`config.mk`:
```
export PLATFORM = sky130hd
export DESIGN_NAME = interval_phase_delay_tracker_top
export DESIGN_NICKNAME = d
export VERILOG_FILES = /design/src/sv/ipdt_pkg.sv /design/src/sv/ipdt_queue.sv /design/src/sv/ipdt_front.sv /design/src/sv/ipdt_mod_unit.sv /design/src/sv/ipdt_back.sv /design/src/sv/interval_phase_delay_tracker_top.sv
export SDC_FILE = /design/constraint.sdc
export NUM_CORES = 2
export LEC_CHECK = 0
export ABC_AREA = 1
export BUFFER_PORTS_ARGS = -buffer_cell sky130_fd_sc_hd__buf_2
export CORE_ASPECT_RATIO = 0.7
export CORE_MARGIN = 1
export CORE_UTILIZATION = 60
export DETAILED_ROUTE_END_ITERATION = 7
export HOLD_SLACK_MARGIN = 0.12
export PLACE_DENSITY_LB_ADDON = 0.25
export SYNTH_ARGS = -nofsm -noshare
export SYNTH_HDL_FRONTEND = slang
export SYNTH_SLANG_ARGS = --single-unit
```
`constraint.sdc`:
```
create_clock -name clk_i -period 9.71 [get_ports clk_i]
set_input_delay 2.4275 -clock clk_i [delete_from_list [all_inputs] [get_ports clk_i]]
set_output_delay 2.4275 -clock clk_i [all_outputs]
set_load 0.01 [all_outputs]
```
`src/sv/ipdt_pkg.sv`:
```
// ----------------------------------------------------------------------------
// ipdt_pkg: shared definitions for the interval phase delay tracker
// Holds the default widths, the register indexes, the queue depth, the lane
// map of the modulo unit and the status types passed between modules.
// ----------------------------------------------------------------------------
package ipdt_pkg;

  // Default field widths.
  localparam int SAMPLE_COUNT_WIDTH_DEF = 24;
  localparam int FRAME_COUNT_WIDTH_DEF  = 16;
  localparam int LATENCY_WIDTH          = 16;

  // Configuration register indexes.
  localparam int CFG_INDEX_WIDTH = 2;
  localparam logic [CFG_INDEX_WIDTH-1:0] CFG_OUTPUT_LATENCY = 2'd0;
  localparam logic [CFG_INDEX_WIDTH-1:0] CFG_INPUT_LATENCY  = 2'd1;

  // Depth of the queue between the front and the back.
  localparam int QUEUE_DEPTH = 2;

  // Lanes of the shared modulo unit, all reduced by the same interval length.
  localparam int NUM_LANES = 5;
  localparam int LN_CURSOR = 0;
  localparam int LN_PHASE  = 1;
  localparam int LN_OUTLAT = 2;
  localparam int LN_INLAT  = 3;
  localparam int LN_FRAMES = 4;

  // Queue fill status.
  typedef struct packed {
    logic empty;
    logic full;
  } ipdt_qstat_t;

  // Modulo unit status.
  typedef struct packed {
    logic last_step;
  } ipdt_modstat_t;

endpackage

```
`src/sv/ipdt_queue.sv`:
```
// ----------------------------------------------------------------------------
// ipdt_queue: short word queue between the front and the back
// A small circular buffer of classified words; it lets the front keep taking
// words while the back is busy with an earlier one.
// ----------------------------------------------------------------------------
module ipdt_queue #(
  parameter int DATA_W = 8
) (
  input  logic                 clk_i,
  input  logic                 rst_ni,
  input  logic                 push_i,
  input  logic [DATA_W-1:0]    data_i,
  input  logic                 pop_i,
  output logic [DATA_W-1:0]    data_o,
  output ipdt_pkg::ipdt_qstat_t stat_o
);
  import ipdt_pkg::*;

  localparam int PTR_W = (QUEUE_DEPTH > 1) ? $clog2(QUEUE_DEPTH) : 1;
  localparam int CNT_W = $clog2(QUEUE_DEPTH + 1);

  logic [DATA_W-1:0] entry_q [QUEUE_DEPTH];
  logic [PTR_W-1:0]  wr_ptr_q, wr_ptr_d;
  logic [PTR_W-1:0]  rd_ptr_q, rd_ptr_d;
  logic [CNT_W-1:0]  count_q, count_d;
  logic              do_push, do_pop;

  // Pushes into a full queue and pops from an empty one are ignored.
  assign do_push = push_i && (count_q != CNT_W'(QUEUE_DEPTH));
  assign do_pop  = pop_i && (count_q != '0);

  assign stat_o.empty = (count_q == '0);
  assign stat_o.full  = (count_q == CNT_W'(QUEUE_DEPTH));
  assign data_o       = entry_q[rd_ptr_q];

  // Pointer and count updates, wrapping at the queue depth.
  always_comb begin
    wr_ptr_d = wr_ptr_q;
    rd_ptr_d = rd_ptr_q;
    count_d  = count_q;
    if (do_push) begin
      wr_ptr_d = (wr_ptr_q == PTR_W'(QUEUE_DEPTH - 1)) ? '0 : wr_ptr_q + PTR_W'(1);
    end
    if (do_pop) begin
      rd_ptr_d = (rd_ptr_q == PTR_W'(QUEUE_DEPTH - 1)) ? '0 : rd_ptr_q + PTR_W'(1);
    end
    if (do_push && !do_pop) begin
      count_d = count_q + CNT_W'(1);
    end else if (do_pop && !do_push) begin
      count_d = count_q - CNT_W'(1);
    end
  end

  always_ff @(posedge clk_i or negedge rst_ni) begin
    if (!rst_ni) begin
      wr_ptr_q <= '0;
      rd_ptr_q <= '0;
      count_q  <= '0;
    end else begin
      wr_ptr_q <= wr_ptr_d;
      rd_ptr_q <= rd_ptr_d;
      count_q  <= count_d;
    end
  end

  // Entry storage needs no reset.
  always_ff @(posedge clk_i) begin
    if (do_push) begin
      entry_q[wr_ptr_q] <= data_i;
    end
  end

endmodule

```
`src/sv/ipdt_front.sv`:
```
// ----------------------------------------------------------------------------
// ipdt_front: input side of the delay tracker
// Takes words from the input channel, marks those that carry no timing and
// packs them for the queue. It stalls the channel while the queue is full.
// ----------------------------------------------------------------------------
module ipdt_front #(
  parameter int SAMPLE_COUNT_WIDTH = ipdt_pkg::SAMPLE_COUNT_WIDTH_DEF,
  parameter int FRAME_COUNT_WIDTH  = ipdt_pkg::FRAME_COUNT_WIDTH_DEF
) (
  input  logic                                  in_valid_i,
  output logic                                  in_stall_o,
  input  logic [SAMPLE_COUNT_WIDTH-1:0]         interval_length_i,
  input  logic [SAMPLE_COUNT_WIDTH-1:0]         interval_phase_i,
  input  logic [SAMPLE_COUNT_WIDTH-1:0]         write_cursor_i,
  input  logic [FRAME_COUNT_WIDTH-1:0]          block_frames_i,
  input  ipdt_pkg::ipdt_qstat_t                 qstat_i,
  output logic                                  push_o,
  output logic [3*SAMPLE_COUNT_WIDTH+FRAME_COUNT_WIDTH:0] item_o
);
  import ipdt_pkg::*;

  logic no_timing;

  // A zero interval length means the remote side has no timing yet.
  assign no_timing = (interval_length_i == '0);

  // The channel stalls only on a full queue.
  assign in_stall_o = qstat_i.full;
  assign push_o     = in_valid_i && !qstat_i.full;

  // Word layout, most significant first: no-timing flag, length, phase,
  // cursor, frames.
  assign item_o = {no_timing, interval_length_i, interval_phase_i, write_cursor_i,
                   block_frames_i};

endmodule

```
`src/sv/ipdt_mod_unit.sv`:
```
// ----------------------------------------------------------------------------
// ipdt_mod_unit: multi-lane iterative modulo unit
// Reduces several operands by one shared divisor with a restoring remainder
// step, one dividend bit per cycle in every lane.
// ----------------------------------------------------------------------------
module ipdt_mod_unit #(
  parameter int DIV_W = ipdt_pkg::SAMPLE_COUNT_WIDTH_DEF,
  parameter int OP_W  = ipdt_pkg::SAMPLE_COUNT_WIDTH_DEF
) (
  input  logic                                            clk_i,
  input  logic                                            rst_ni,
  input  logic                                            start_i,
  input  logic [DIV_W-1:0]                                div_i,
  input  logic [ipdt_pkg::NUM_LANES-1:0][OP_W-1:0]        op_i,
  output logic [ipdt_pkg::NUM_LANES-1:0][DIV_W-1:0]       rem_o,
  output ipdt_pkg::ipdt_modstat_t                         stat_o
);
  import ipdt_pkg::*;

  localparam int CNT_W = $clog2(OP_W + 1);

  logic [CNT_W-1:0]                  cnt_q, cnt_d;
  logic [DIV_W-1:0]                  div_q;
  logic [NUM_LANES-1:0][OP_W-1:0]    dvd_q, dvd_d;
  logic [NUM_LANES-1:0][DIV_W-1:0]   rem_q, rem_d;
  logic [NUM_LANES-1:0][DIV_W:0]     shifted;
  logic                              stepping;

  assign stepping         = (cnt_q != '0);
  assign stat_o.last_step = (cnt_q == CNT_W'(1));
  assign rem_o            = rem_q;

  // One restoring step per lane: shift in the next dividend bit and take
  // the divisor off when it fits.
  always_comb begin
    for (int l = 0; l < NUM_LANES; l++) begin
      shifted[l] = {rem_q[l], dvd_q[l][OP_W-1]};
      if (shifted[l] >= {1'b0, div_q}) begin
        rem_d[l] = DIV_W'(shifted[l] - {1'b0, div_q});
      end else begin
        rem_d[l] = shifted[l][DIV_W-1:0];
      end
      dvd_d[l] = {dvd_q[l][OP_W-2:0], 1'b0};
    end
  end

  // Step counter.
  always_comb begin
    cnt_d = cnt_q;
    if (start_i) begin
      cnt_d = CNT_W'(OP_W);
    end else if (stepping) begin
      cnt_d = cnt_q - CNT_W'(1);
    end
  end

  always_ff @(posedge clk_i or negedge rst_ni) begin
    if (!rst_ni) begin
      cnt_q <= '0;
    end else begin
      cnt_q <= cnt_d;
    end
  end

  // Operand, divisor and remainder registers.
  always_ff @(posedge clk_i) begin
    if (start_i) begin
      div_q <= div_i;
      dvd_q <= op_i;
      rem_q <= '0;
    end else if (stepping) begin
      dvd_q <= dvd_d;
      rem_q <= rem_d;
    end
  end

endmodule

```
`src/sv/ipdt_back.sv`:
```
// ----------------------------------------------------------------------------
// ipdt_back: execution side of the delay tracker
// Pops classified words, reduces them with the modulo unit, checks the phase
// against the prediction, forms both delays and holds the result word in the
// output register. It also keeps the tracking state.
// ----------------------------------------------------------------------------
module ipdt_back #(
  parameter int SAMPLE_COUNT_WIDTH = ipdt_pkg::SAMPLE_COUNT_WIDTH_DEF,
  parameter int FRAME_COUNT_WIDTH  = ipdt_pkg::FRAME_COUNT_WIDTH_DEF
) (
  input  logic                                            clk_i,
  input  logic                                            rst_ni,
  input  ipdt_pkg::ipdt_qstat_t                           qstat_i,
  input  logic [3*SAMPLE_COUNT_WIDTH+FRAME_COUNT_WIDTH:0] item_i,
  output logic                                            pop_o,
  input  logic [ipdt_pkg::LATENCY_WIDTH-1:0]              output_latency_i,
  input  logic [ipdt_pkg::LATENCY_WIDTH-1:0]              input_latency_i,
  output logic                                            out_valid_o,
  input  logic                                            out_stall_i,
  output logic                                            valid_res_o,
  output logic                                            generation_reset_o,
  output logic                                            anomaly_o,
  output logic [SAMPLE_COUNT_WIDTH:0]                     dac_delay_o,
  output logic [SAMPLE_COUNT_WIDTH:0]                     adc_delay_o
);
  import ipdt_pkg::*;

  localparam int SW   = SAMPLE_COUNT_WIDTH;
  localparam int FW   = FRAME_COUNT_WIDTH;
  localparam int OP_W = (SW > FW) ? SW : FW;

  // Field positions inside a queue word.
  localparam int CUR_LSB = FW;
  localparam int PH_LSB  = FW + SW;
  localparam int LEN_LSB = FW + 2 * SW;
  localparam int NT_BIT  = FW + 3 * SW;

  // Sequencer states.
  localparam logic [2:0] ST_IDLE = 3'd0;
  localparam logic [2:0] ST_DIV  = 3'd1;
  localparam logic [2:0] ST_FIX  = 3'd2;
  localparam logic [2:0] ST_MIX  = 3'd3;
  localparam logic [2:0] ST_OUT  = 3'd4;

  logic [2:0]    state_q, state_d;
  logic          primed_q, primed_d;
  logic [SW-1:0] last_len_q, last_len_d;
  logic [SW-1:0] pred_q, pred_d;
  logic          out_valid_q, out_valid_d;

  logic [SW-1:0] len_q;
  logic [FW-1:0] fr_q;
  logic          rst_need_q;
  logic [SW-1:0] d1_q, fwd_q, pnext_q, dac_m_q, adc_m_q;
  logic          anom_q;
  logic          out_vres_q, out_gen_q, out_anom_q;
  logic [SW:0]   out_dac_q, out_adc_q;

  logic [SW-1:0] it_len, it_ph, it_cur;
  logic [FW-1:0] it_fr;
  logic          it_nt;

  logic                            mod_start;
  logic [NUM_LANES-1:0][OP_W-1:0]  mod_ops;
  logic [NUM_LANES-1:0][SW-1:0]    mod_rem;
  ipdt_modstat_t                   mod_stat;

  logic          slot_free, take_idle, load_out_nt, load_out_full, latch_item;
  logic [SW-1:0] r_cur, r_ph, r_ol, r_il, r_fr;
  logic [SW-1:0] d1_d, fwd_d, pnext_d, dac_m_d, adc_m_d, back_dist, circ;
  logic [SW:0]   pn_sum, dac_sum;
  logic [OP_W-1:0] fr_w, len_w, tol;
  logic          anom_d;
  logic [OP_W:0] dac_full, adc_full;

  // Unpack the queue word.
  assign it_fr  = item_i[FW-1:0];
  assign it_cur = item_i[CUR_LSB +: SW];
  assign it_ph  = item_i[PH_LSB +: SW];
  assign it_len = item_i[LEN_LSB +: SW];
  assign it_nt  = item_i[NT_BIT];

  // The output register takes a new word when empty or being drained.
  assign slot_free = !out_valid_q || !out_stall_i;

  // Word leaves the queue: at once for timing words, with the result for
  // no-timing words.
  assign take_idle     = (state_q == ST_IDLE) && !qstat_i.empty;
  assign load_out_nt   = take_idle && it_nt && slot_free;
  assign latch_item    = take_idle && !it_nt;
  assign load_out_full = (state_q == ST_OUT) && slot_free;
  assign pop_o         = load_out_nt || latch_item;

  // Modulo unit operands, all reduced by the interval length.
  assign mod_start            = latch_item;
  assign mod_ops[LN_CURSOR]   = OP_W'(it_cur);
  assign mod_ops[LN_PHASE]    = OP_W'(it_ph);
  assign mod_ops[LN_OUTLAT]   = OP_W'(output_latency_i);
  assign mod_ops[LN_INLAT]    = OP_W'(input_latency_i);
  assign mod_ops[LN_FRAMES]   = OP_W'(it_fr);

  ipdt_mod_unit #(
    .DIV_W (SW),
    .OP_W  (OP_W)
  ) u_mod (
    .clk_i  (clk_i),
    .rst_ni (rst_ni),
    .start_i(mod_start),
    .div_i  (it_len),
    .op_i   (mod_ops),
    .rem_o  (mod_rem),
    .stat_o (mod_stat)
  );

  assign r_cur = mod_rem[LN_CURSOR];
  assign r_ph  = mod_rem[LN_PHASE];
  assign r_ol  = mod_rem[LN_OUTLAT];
  assign r_il  = mod_rem[LN_INLAT];
  assign r_fr  = mod_rem[LN_FRAMES];

  // First fix-up step: cursor minus phase, next prediction and forward
  // distance from the old prediction, each brought back into [0, L).
  assign d1_d    = (r_cur >= r_ph) ? r_cur - r_ph : r_cur + len_q - r_ph;
  assign pn_sum  = {1'b0, r_ph} + {1'b0, r_fr};
  assign pnext_d = (pn_sum >= {1'b0, len_q}) ? SW'(pn_sum - {1'b0, len_q})
                                             : pn_sum[SW-1:0];
  assign fwd_d   = (r_ph >= pred_q) ? r_ph - pred_q : r_ph + len_q - pred_q;

  // Second step: add or take off the latencies, and compare the circular
  // distance with the tolerance.
  assign dac_sum   = {1'b0, d1_q} + {1'b0, r_ol};
  assign dac_m_d   = (dac_sum >= {1'b0, len_q}) ? SW'(dac_sum - {1'b0, len_q})
                                                : dac_sum[SW-1:0];
  assign adc_m_d   = (d1_q >= r_il) ? d1_q - r_il : d1_q + len_q - r_il;
  assign back_dist = len_q - fwd_q;
  assign circ      = (fwd_q < back_dist) ? fwd_q : back_dist;
  assign fr_w      = OP_W'(fr_q);
  assign len_w     = OP_W'(len_q);
  assign tol       = (fr_w < len_w) ? fr_w : len_w;
  assign anom_d    = !rst_need_q && (OP_W'(circ) > tol);

  // Final step: add the frame count to both delays.
  assign dac_full = {1'b0, OP_W'(dac_m_q)} + {1'b0, fr_w};
  assign adc_full = {1'b0, OP_W'(adc_m_q)} + {1'b0, fr_w};

  // Sequencer and tracking state.
  always_comb begin
    state_d     = state_q;
    primed_d    = primed_q;
    last_len_d  = last_len_q;
    pred_d      = pred_q;
    out_valid_d = out_valid_q;
    if (out_valid_q && !out_stall_i) begin
      out_valid_d = 1'b0;
    end
    case (state_q)
      ST_IDLE: begin
        if (load_out_nt) begin
          out_valid_d = 1'b1;
          primed_d    = 1'b0;
        end else if (latch_item) begin
          state_d = ST_DIV;
        end
      end
      ST_DIV: begin
        if (mod_stat.last_step) begin
          state_d = ST_FIX;
        end
      end
      ST_FIX: begin
        state_d = ST_MIX;
      end
      ST_MIX: begin
        state_d = ST_OUT;
      end
      ST_OUT: begin
        if (load_out_full) begin
          out_valid_d = 1'b1;
          primed_d    = 1'b1;
          last_len_d  = len_q;
          pred_d      = pnext_q;
          state_d     = ST_IDLE;
        end
      end
      default: begin
        state_d = ST_IDLE;
      end
    endcase
  end

  always_ff @(posedge clk_i or negedge rst_ni) begin
    if (!rst_ni) begin
      state_q     <= ST_IDLE;
      primed_q    <= 1'b0;
      last_len_q  <= '0;
      pred_q      <= '0;
      out_valid_q <= 1'b0;
    end else begin
      state_q     <= state_d;
      primed_q    <= primed_d;
      last_len_q  <= last_len_d;
      pred_q      <= pred_d;
      out_valid_q <= out_valid_d;
    end
  end

  // Working and result registers.
  always_ff @(posedge clk_i) begin
    if (latch_item) begin
      len_q      <= it_len;
      fr_q       <= it_fr;
      rst_need_q <= !primed_q || (last_len_q != it_len);
    end
    if (state_q == ST_FIX) begin
      d1_q    <= d1_d;
      fwd_q   <= fwd_d;
      pnext_q <= pnext_d;
    end
    if (state_q == ST_MIX) begin
      dac_m_q <= dac_m_d;
      adc_m_q <= adc_m_d;
      anom_q  <= anom_d;
    end
    if (load_out_nt) begin
      out_vres_q <= 1'b0;
      out_gen_q  <= primed_q;
      out_anom_q <= 1'b0;
      out_dac_q  <= '0;
      out_adc_q  <= '0;
    end else if (load_out_full) begin
      out_vres_q <= 1'b1;
      out_gen_q  <= rst_need_q || anom_q;
      out_anom_q <= anom_q;
      out_dac_q  <= dac_full[SW:0];
      out_adc_q  <= adc_full[SW:0];
    end
  end

  assign out_valid_o        = out_valid_q;
  assign valid_res_o        = out_vres_q;
  assign generation_reset_o = out_gen_q;
  assign anomaly_o          = out_anom_q;
  assign dac_delay_o        = out_dac_q;
  assign adc_delay_o        = out_adc_q;

endmodule

```
`src/sv/interval_phase_delay_tracker_top.sv`:
```
// ----------------------------------------------------------------------------
// interval_phase_delay_tracker_top: remote interval phase and delay tracker
// Once per audio block, tracks the remote interval phase, flags generation
// resets and anomalies, and derives the playback and capture delays.
// ----------------------------------------------------------------------------
//
//   Channel  | Direction | Handshake               | Word
//   ---------+-----------+-------------------------+-------------------------
//   in       | input     | in_valid_i / in_stall_o | length, phase, cursor,
//            |           |                         | frames
//   out      | output    | out_valid_o/out_stall_i | valid_res, reset flag,
//            |           |                         | anomaly, dac, adc delays
//   cfg      | input     | cfg_valid_i/cfg_ready_o | register index, data
//
// A word with timing goes through the bit-serial modulo unit of the back,
// which reduces all five operands in parallel lanes; a word without timing
// goes straight to the output register. A two-word queue lets the input
// keep accepting while the back works or while a finished word waits under
// out_stall_i. Reset clears the tracking state and both latency registers
// to zero.
//
module interval_phase_delay_tracker_top #(
  parameter int SAMPLE_COUNT_WIDTH = ipdt_pkg::SAMPLE_COUNT_WIDTH_DEF,
  parameter int FRAME_COUNT_WIDTH  = ipdt_pkg::FRAME_COUNT_WIDTH_DEF
) (
  input  logic                                   clk_i,
  input  logic                                   rst_ni,
  // Input channel
  input  logic                                   in_valid_i,
  output logic                                   in_stall_o,
  input  logic [SAMPLE_COUNT_WIDTH-1:0]          interval_length_i,
  input  logic [SAMPLE_COUNT_WIDTH-1:0]          interval_phase_i,
  input  logic [SAMPLE_COUNT_WIDTH-1:0]          write_cursor_i,
  input  logic [FRAME_COUNT_WIDTH-1:0]           block_frames_i,
  // Output channel
  output logic                                   out_valid_o,
  input  logic                                   out_stall_i,
  output logic                                   valid_res_o,
  output logic                                   generation_reset_o,
  output logic                                   anomaly_o,
  output logic [SAMPLE_COUNT_WIDTH:0]            dac_delay_o,
  output logic [SAMPLE_COUNT_WIDTH:0]            adc_delay_o,
  // Configuration channel
  input  logic                                   cfg_valid_i,
  output logic                                   cfg_ready_o,
  input  logic [ipdt_pkg::CFG_INDEX_WIDTH-1:0]   cfg_index_i,
  input  logic [ipdt_pkg::LATENCY_WIDTH-1:0]     cfg_data_i
);
  import ipdt_pkg::*;

  localparam int ITEM_W = 3 * SAMPLE_COUNT_WIDTH + FRAME_COUNT_WIDTH + 1;

  logic [LATENCY_WIDTH-1:0] out_lat_q, out_lat_d;
  logic [LATENCY_WIDTH-1:0] in_lat_q, in_lat_d;
  logic                     q_push, q_pop;
  logic [ITEM_W-1:0]        q_in, q_out;
  ipdt_qstat_t              q_stat;

  // Latency registers; writes to other indexes are dropped.
  assign cfg_ready_o = 1'b1;

  always_comb begin
    out_lat_d = out_lat_q;
    in_lat_d  = in_lat_q;
    if (cfg_valid_i) begin
      case (cfg_index_i)
        CFG_OUTPUT_LATENCY: out_lat_d = cfg_data_i;
        CFG_INPUT_LATENCY:  in_lat_d  = cfg_data_i;
        default: begin
          out_lat_d = out_lat_q;
        end
      endcase
    end
  end

  always_ff @(posedge clk_i or negedge rst_ni) begin
    if (!rst_ni) begin
      out_lat_q <= '0;
      in_lat_q  <= '0;
    end else begin
      out_lat_q <= out_lat_d;
      in_lat_q  <= in_lat_d;
    end
  end

  // Front: accept and classify words.
  ipdt_front #(
    .SAMPLE_COUNT_WIDTH(SAMPLE_COUNT_WIDTH),
    .FRAME_COUNT_WIDTH (FRAME_COUNT_WIDTH)
  ) u_front (
    .in_valid_i       (in_valid_i),
    .in_stall_o       (in_stall_o),
    .interval_length_i(interval_length_i),
    .interval_phase_i (interval_phase_i),
    .write_cursor_i   (write_cursor_i),
    .block_frames_i   (block_frames_i),
    .qstat_i          (q_stat),
    .push_o           (q_push),
    .item_o           (q_in)
  );

  // Queue between front and back.
  ipdt_queue #(
    .DATA_W(ITEM_W)
  ) u_queue (
    .clk_i (clk_i),
    .rst_ni(rst_ni),
    .push_i(q_push),
    .data_i(q_in),
    .pop_i (q_pop),
    .data_o(q_out),
    .stat_o(q_stat)
  );

  // Back: reduce, check and form the result word.
  ipdt_back #(
    .SAMPLE_COUNT_WIDTH(SAMPLE_COUNT_WIDTH),
    .FRAME_COUNT_WIDTH (FRAME_COUNT_WIDTH)
  ) u_back (
    .clk_i             (clk_i),
    .rst_ni            (rst_ni),
    .qstat_i           (q_stat),
    .item_i            (q_out),
    .pop_o             (q_pop),
    .output_latency_i  (out_lat_q),
    .input_latency_i   (in_lat_q),
    .out_valid_o       (out_valid_o),
    .out_stall_i       (out_stall_i),
    .valid_res_o       (valid_res_o),
    .generation_reset_o(generation_reset_o),
    .anomaly_o         (anomaly_o),
    .dac_delay_o       (dac_delay_o),
    .adc_delay_o       (adc_delay_o)
  );

  // The front never pushes into a full queue, and the back never pops an
  // empty one.
  assert property (@(posedge clk_i) disable iff (!rst_ni)
    (q_push |-> !q_stat.full) and (q_pop |-> !q_stat.empty))
    else $error("queue overflow or underflow");

  // A word without timing carries zero delays and no anomaly.
  assert property (@(posedge clk_i) disable iff (!rst_ni)
    (out_valid_o && !valid_res_o) |->
      (dac_delay_o == '0) && (adc_delay_o == '0) && !anomaly_o)
    else $error("invalid result word carries delays or anomaly");

  // An anomaly always comes with a generation reset on a timed word.
  assert property (@(posedge clk_i) disable iff (!rst_ni)
    (out_valid_o && anomaly_o) |-> (generation_reset_o && valid_res_o))
    else $error("anomaly without generation reset");

endmodule

```
Word level (Yosys, flattened, before mapping)
Memories as Yosys holds them, arrays and structs flattened.
Cells that the tools add are included.
{ "totals": {"reg_bits": 549, "mem_bits_rw": 178, "inputBits": 111, "output_inout_bits": 56, "wordCells": 168, "mem_count": 1} }
{ "memory_table": {"columns": ["name", "words", "word_bits", "rd", "rd_clocked_by_memory_dff", "wr", "line_no", "source"], "rows": [
  ["u_queue.entry_q", 2, 89, 1, 0, 1, "ipdt_queue.sv:22", "logic [DATA_W-1:0] entry_q [QUEUE_DEPTH];"]
]} }
{ "classes": {"addsub": 26, "n_lt_le_gt_ge": 13, "n_eq_ne": 14, "n_mux": 36, "n_reduce_logical": 40} }
{ "ops": {"columns": ["op", "count"], "rows": [
  ["$sub 24x24->24", 14],
  ["$mux 24", 12],
  ["$mux 112", 2],
  ["$ge 25x24->1", 7],
  ["$add 24x24->24", 3],
  ["$ge 24x24->1", 3],
  ["$add 24x16->25", 2],
  ["$add 24x24->25", 2],
  ["$gt 24x24->1", 1],
  ["$logic_not 24->1", 1],
  ["$lt 16x24->1", 1],
  ["$lt 24x24->1", 1],
  ["$ne 24x24->1", 1],
  ["$pmux 3 s5", 1],
  ["$logic_and 1x1->1", 12],
  ["$mux 3", 4],
  ["$mux 1", 11],
  ["$mux 5", 2],
  ["$reduce_bool 2->1", 5],
  ["$logic_not 1->1", 9],
  ["$ne 2x1->1 const B", 4],
  ["$eq 3x2->1 const B", 2],
  ["$reduce_and 2->1", 3],
  ["$eq 5x1->1 const B", 1],
  ["other kinds (17)", 25]
]} }

Logic depth before layout (Yosys ltp)
{ "depth": {"depth_word": 10, "mapped_depth": 32, "ltp_nobuf": 31} }

By module
A second synthesis with hierarchy kept.
{ "hier_totals": {"cells_unflattened": 9559, "hier_area_um2": 64667.0} }
{ "modules_own_cells": {"columns": ["module", "n_inst", "cells_per_inst", "area_each_um2", "seq_area_each_um2"], "rows": [
  ["ipdt_back", 1, 5533, 34709.5, 7262.0],
  ["ipdt_mod_unit", 1, 3273, 21086.5, 6851.6],
  ["ipdt_queue", 1, 496, 6744.0, 5445.2],
  ["interval_phase_delay_tracker_top", 1, 144, 1360.1, 800.8],
  ["ipdt_front", 1, 113, 767.0, 0.0]
]} }

Least setup slack after synthesis
OpenSTA, ideal clock, no wires.
{ "synth_timing": {"path_kind": "input-to-reg", "startpoint": "in in_valid_i", "endpoint": "mem u_queue.entry_q[1][0] (netlist bit), enable pin", "setup_ps": 539, "t_arrival_ps": 6299, "required_ps": 9171, "path_slack_ps": 2873, "stages": 2, "n_path_buf": 0, "cell_sequence": "o21ai_0 nor2_1"} }
{ "synth_via": {"elab_chain_len": 4} }
{ "synth_rtl": {"columns": ["item", "line_no", "source"], "rows": [
  ["start: declaration", "interval_phase_delay_tracker_top.sv:29", "input logic in_valid_i,"],
  ["$logic_and 1x1->1", "ipdt_front.sv:29", "assign push_o = in_valid_i && !qstat_i.full;"],
  ["$logic_and 1x1->1", "ipdt_queue.sv:29", "assign do_push = push_i && (count_q != CNT_W'(QUEUE_DEPTH));"],
  ["$mux 1", "ipdt_queue.sv:68", "if (do_push) begin"],
  ["$mux 1 (not written as such)", "ipdt_queue.sv:69", "entry_q[wr_ptr_q] <= data_i;"],
  ["end: declaration", "ipdt_queue.sv:22", null]
]} }
Every way passes these cells.

Final worst setup path
{ "layout_timing": {"startpoint": "reg u_back.len_q[0]", "endpoint": "reg u_back.anom_q (data pin)"} }
{ "layout_via": {"elab_chain_len": 5, "word_cells_on_any_way": 7, "cone_classes": "1 x add/sub; 3 x order compare; 2 x mux; 1 x reduce/logical"} }
{ "layout_rtl": {"columns": ["item", "line_no", "source"], "rows": [
  ["start: declaration", "ipdt_back.sv:51", "logic [SW-1:0] len_q;"],
  ["start signal: assignment", "ipdt_back.sv:210", "len_q <= it_len;"],
  ["$sub 24x24->24", "ipdt_back.sv:135", "assign back_dist = len_q - fwd_q;"],
  ["$lt 24x24->1", "ipdt_back.sv:136", "assign circ = (fwd_q < back_dist) ? fwd_q : back_dist;"],
  ["$mux 24", "ipdt_back.sv:136", null],
  ["$gt 24x24->1 *", "ipdt_back.sv:140", "assign anom_d = !rst_need_q && (OP_W'(circ) > tol);"],
  ["$logic_and 1x1->1 *", "ipdt_back.sv:140", null],
  ["via u_back.anom_d", "ipdt_back.sv:73", "logic anom_d;"],
  ["end signal: assignment", "ipdt_back.sv:222", "anom_q <= anom_d;"],
  ["end: declaration", "ipdt_back.sv:55", "logic anom_q;"]
]} }
The timed path passes the listed nets; every way through them passes the cells marked *.
A chain may end at the register's enable or synchronous reset.

==> results.toml <==
[outcome]
outcome = "finished, violations left"
violations = "DRC"

[timing]
rsz0062_at_grt = "false"
hold_viol_final = 0
tightest_slew_ns = 1.26
clock_skew_ns = 0.0552
setup_tns_ns = 0
maxSlewHeadroom_pct = 16.0
setup_viol = 0
min_period_ns = 6.32
clock.fmax_mhz = 158
post-route-period-util_pct = 65.1
timing.hold.ws_ns = 0.414
maxSlewViolCount = 0

[routing]
first_pass_iters = 8
wl_mm = 217
routedWlPerCell_um = 20.9
drtIter0Drc = 7617
drc = 2
vias = 61400
vias_per_cell = 5.90
ant_nets = 0

[cts]
ctsLongestPathBuffers = 3
path_clk_slew_ns = 0.07
clock_latency_ns = 0.71
cts_buffers = 75
ctsResizeCount = 0
ctsHoldBuffers = 0
root_buffer = "clkbuf_16"
htree_num_levels = 3
post_cts_buffers = 0
cts_tree = "done"
clkSinkCount = 727

[die]
die-area_um2 = 103000
rows = 97
die_h_um = 269
core_area_um2 = 101000
die_x_um = 384
start_util_pct = 60.9
design.portCount = 167

[synth]
synthTopCellsByCount = "2826 x nand2_1, 1452 x inv_1, 645 x nor2_1, 551 x a21oi_1, 549 x nand3_1"
synth_edf_count = 437
ys_types = 65
synth_top_family_by_area = "simple AND/OR/NAND/NOR gates"
postSynthCellCount = 8886
synth_largest_area_cell = "edfxtp_1"
yosysTopAreaCellShare_pct = 21.4
synthSimpleGateAreaFrac_pct = 31.1
async_flop_share_pct = 12.9
avgSynthCellArea_um2 = 6.90
muxShareOfSynthArea_pct = 0.0163
yosysSeqAreaShare_pct = 31.6
synth-seq-cells = 727
netlist_top_cells_area = "edfxtp_1 21%, nand2_1 17%, ha_1 9.8%"
netlist_area_um2 = 61300
synth_fa_ha_area_share_pct = 12.6
ys_warn_count = 0
synth_ff_type = "edfxtp_1"
synth_compound_area_share_pct = 10.3
synth.most_common_cell = "nand2_1"
synth_xor_area_share_pct = 3.51

[worst_setup_path]
required_ns = 10.16
slowest_delay_ns = 0.89
path_class = "register to register"
critPathLaunchType = "register"
crit_path_max_fanout = 42
crit_path_end_kind = "register"
slowest_stage = "edfxtp_1"
cp.arrival_ns = 6.77
r2r_slack_ns = 3.39
path_common_cell = "nand2_1"

[final_layout]
drive_above_1_share_pct = 5.02
syn2layout_area_growth_pct = 7.37
fillers = 9021
nets = 9665

[place]
port_buffers = 165
dpl.hpwl_mm = 166
gp_congestion = 1.07

[grt]
grt_pass1_wl_mm = 328
grt_max_degree = 169
antenna_found_initial = 13
grt_pass1_vias = 55400
track_usage_pct = 41.3
grt_overflow_total = 0

[flow_run]
max-cap-violations = 0

[min_path]
min_path_type = "register to register"
[final cells by class]
type                            instances  area (um2)  share of cell area (%)
Multi-Input combinational cell       6506       35400                    53.8
Sequential cell                       727       19400                    29.5
Inverter                             1460        5490                    8.34
Clock buffer                           98        2040                    3.10
Tap cell                             1336        1670                    2.54
Timing Repair Buffer                  218        1250                    1.90
Clock inverter                         41         523                   0.795
Antenna cell                           14        35.0                  0.0532
[worst paths after layout]
kind | from | end | depth (start not counted)
worst max-delay path | u_back.len_q[0] | u_back.anom_q | 31
max in group asynchronous | rst_ni | u_back.pred_q[11] | 2
worst min-delay path | u_back.pnext_q[2] | u_back.pred_q[2] | 2
min in group asynchronous | rst_ni | u_back.u_mod.cnt_q[3] | 1
worst min register to register | u_back.pnext_q[2] | u_back.pred_q[2] | 2
worst max register to register | u_back.len_q[0] | u_back.anom_q | 31
[metal layers]
| metal | global-route usage [%] | routed length, um | share of wire, % | vias up |
|---|---|---|---|---|
| li1 | - | - | - | 29000 |
| met1 | 60.8 | 94300 | 43 | 28500 |
| met2 | 56.5 | 85700 | 39 | 3405 |
| met3 | 14.8 | 31300 | 14 | 413 |
| met4 | 11.0 | 6090 | 2.8 | 12 |
| met5 | 0 | 75 | 0.034 | - |
[logic make-up (layout without fill, tap and decap cells)]
logic type | count (synthesis) | in the layout
XOR/XNOR | 246 | 246
multiplexers | 1 | 1
AND/OR/NAND/NOR | 4526 | 4526
flip-flops | 727 | 727
other | 1 | 23
buffers and inverters | 1661 | 1817
AO/OA/AOI/OAI | 1158 | 1158
adder cells (fa/ha/maj) | 566 | 566
[per-stage QoR]
step | setup WS, ns | util [%] | instances | area (um2)
2_1_floorplan | 2.87 | - | 8894 | 61300
3_3_place_gp | 3.60 | 62.8 | 10200 | 63200
3_5_place_dp | 3.57 | 62.8 | 10200 | 63200
4_1_cts | 3.53 | 65.4 | 10400 | 65800
5_1_grt | 3.15 | 65.4 | 10400 | 65800
6_report | 3.39 | 65.4 | 10400 | 65800
[worst max-delay path, delay by kind of cell, from the launching register on]
| family | cells | cell delay (ns) |
|---|---|---|
| flops | 1 | 0.89 |
| fa+ha+maj | 4 | 1.09 |
| simple gates | 17 | 2.29 |
| compound gates | 5 | 0.95 |
| buf+inv | 5 | 0.84 |
[cells in the final DEF, fill, tap and decap left out, drive strengths merged, types with 4 or more instances in the layout]
cell / count
a211oi: 4
a21boi: 14
a21o: 27
a21oi: 558
a31oi: 76
and2: 17
buf: 218
bufinv: 5
clkbuf: 98
clkinv: 28
clkinvlp: 5
conb: 9
dfrtp: 94
dfxtp: 196
diode: 14
edfxtp: 437
fa: 84
ha: 482
inv: 1463
nand2: 2851
nand3: 562
nand3b: 53
nand4: 275
nor2: 671
nor3: 57
nor4: 18
o211ai: 12
o21a: 8
o21ai: 377
o21bai: 58
o22ai: 8
o31ai: 5
or2: 18
xnor2: 72
xor2: 174
[flip-flops by register name, indices dropped and copies added (netlist names), 16 cells and up]
name                count
u_back.d1_q            24
u_back.last_len_q      24
u_back.dac_m_q         24
u_back.dac_delay_o     25
u_back.u_mod.rem_o    120
u_back.pred_q          24
u_back.fwd_q           24
u_back.len_q           24
u_queue.entry_q       178
u_back.u_mod.dvd_d    115
u_back.adc_delay_o     25
in_lat_q               16
u_back.pnext_q         24
u_back.adc_m_q         24
out_lat_q              16
u_back.fr_q            16
Power is not shown: default switching activity piles up to over one toggle a cycle in this logic, so the estimate is an artifact.
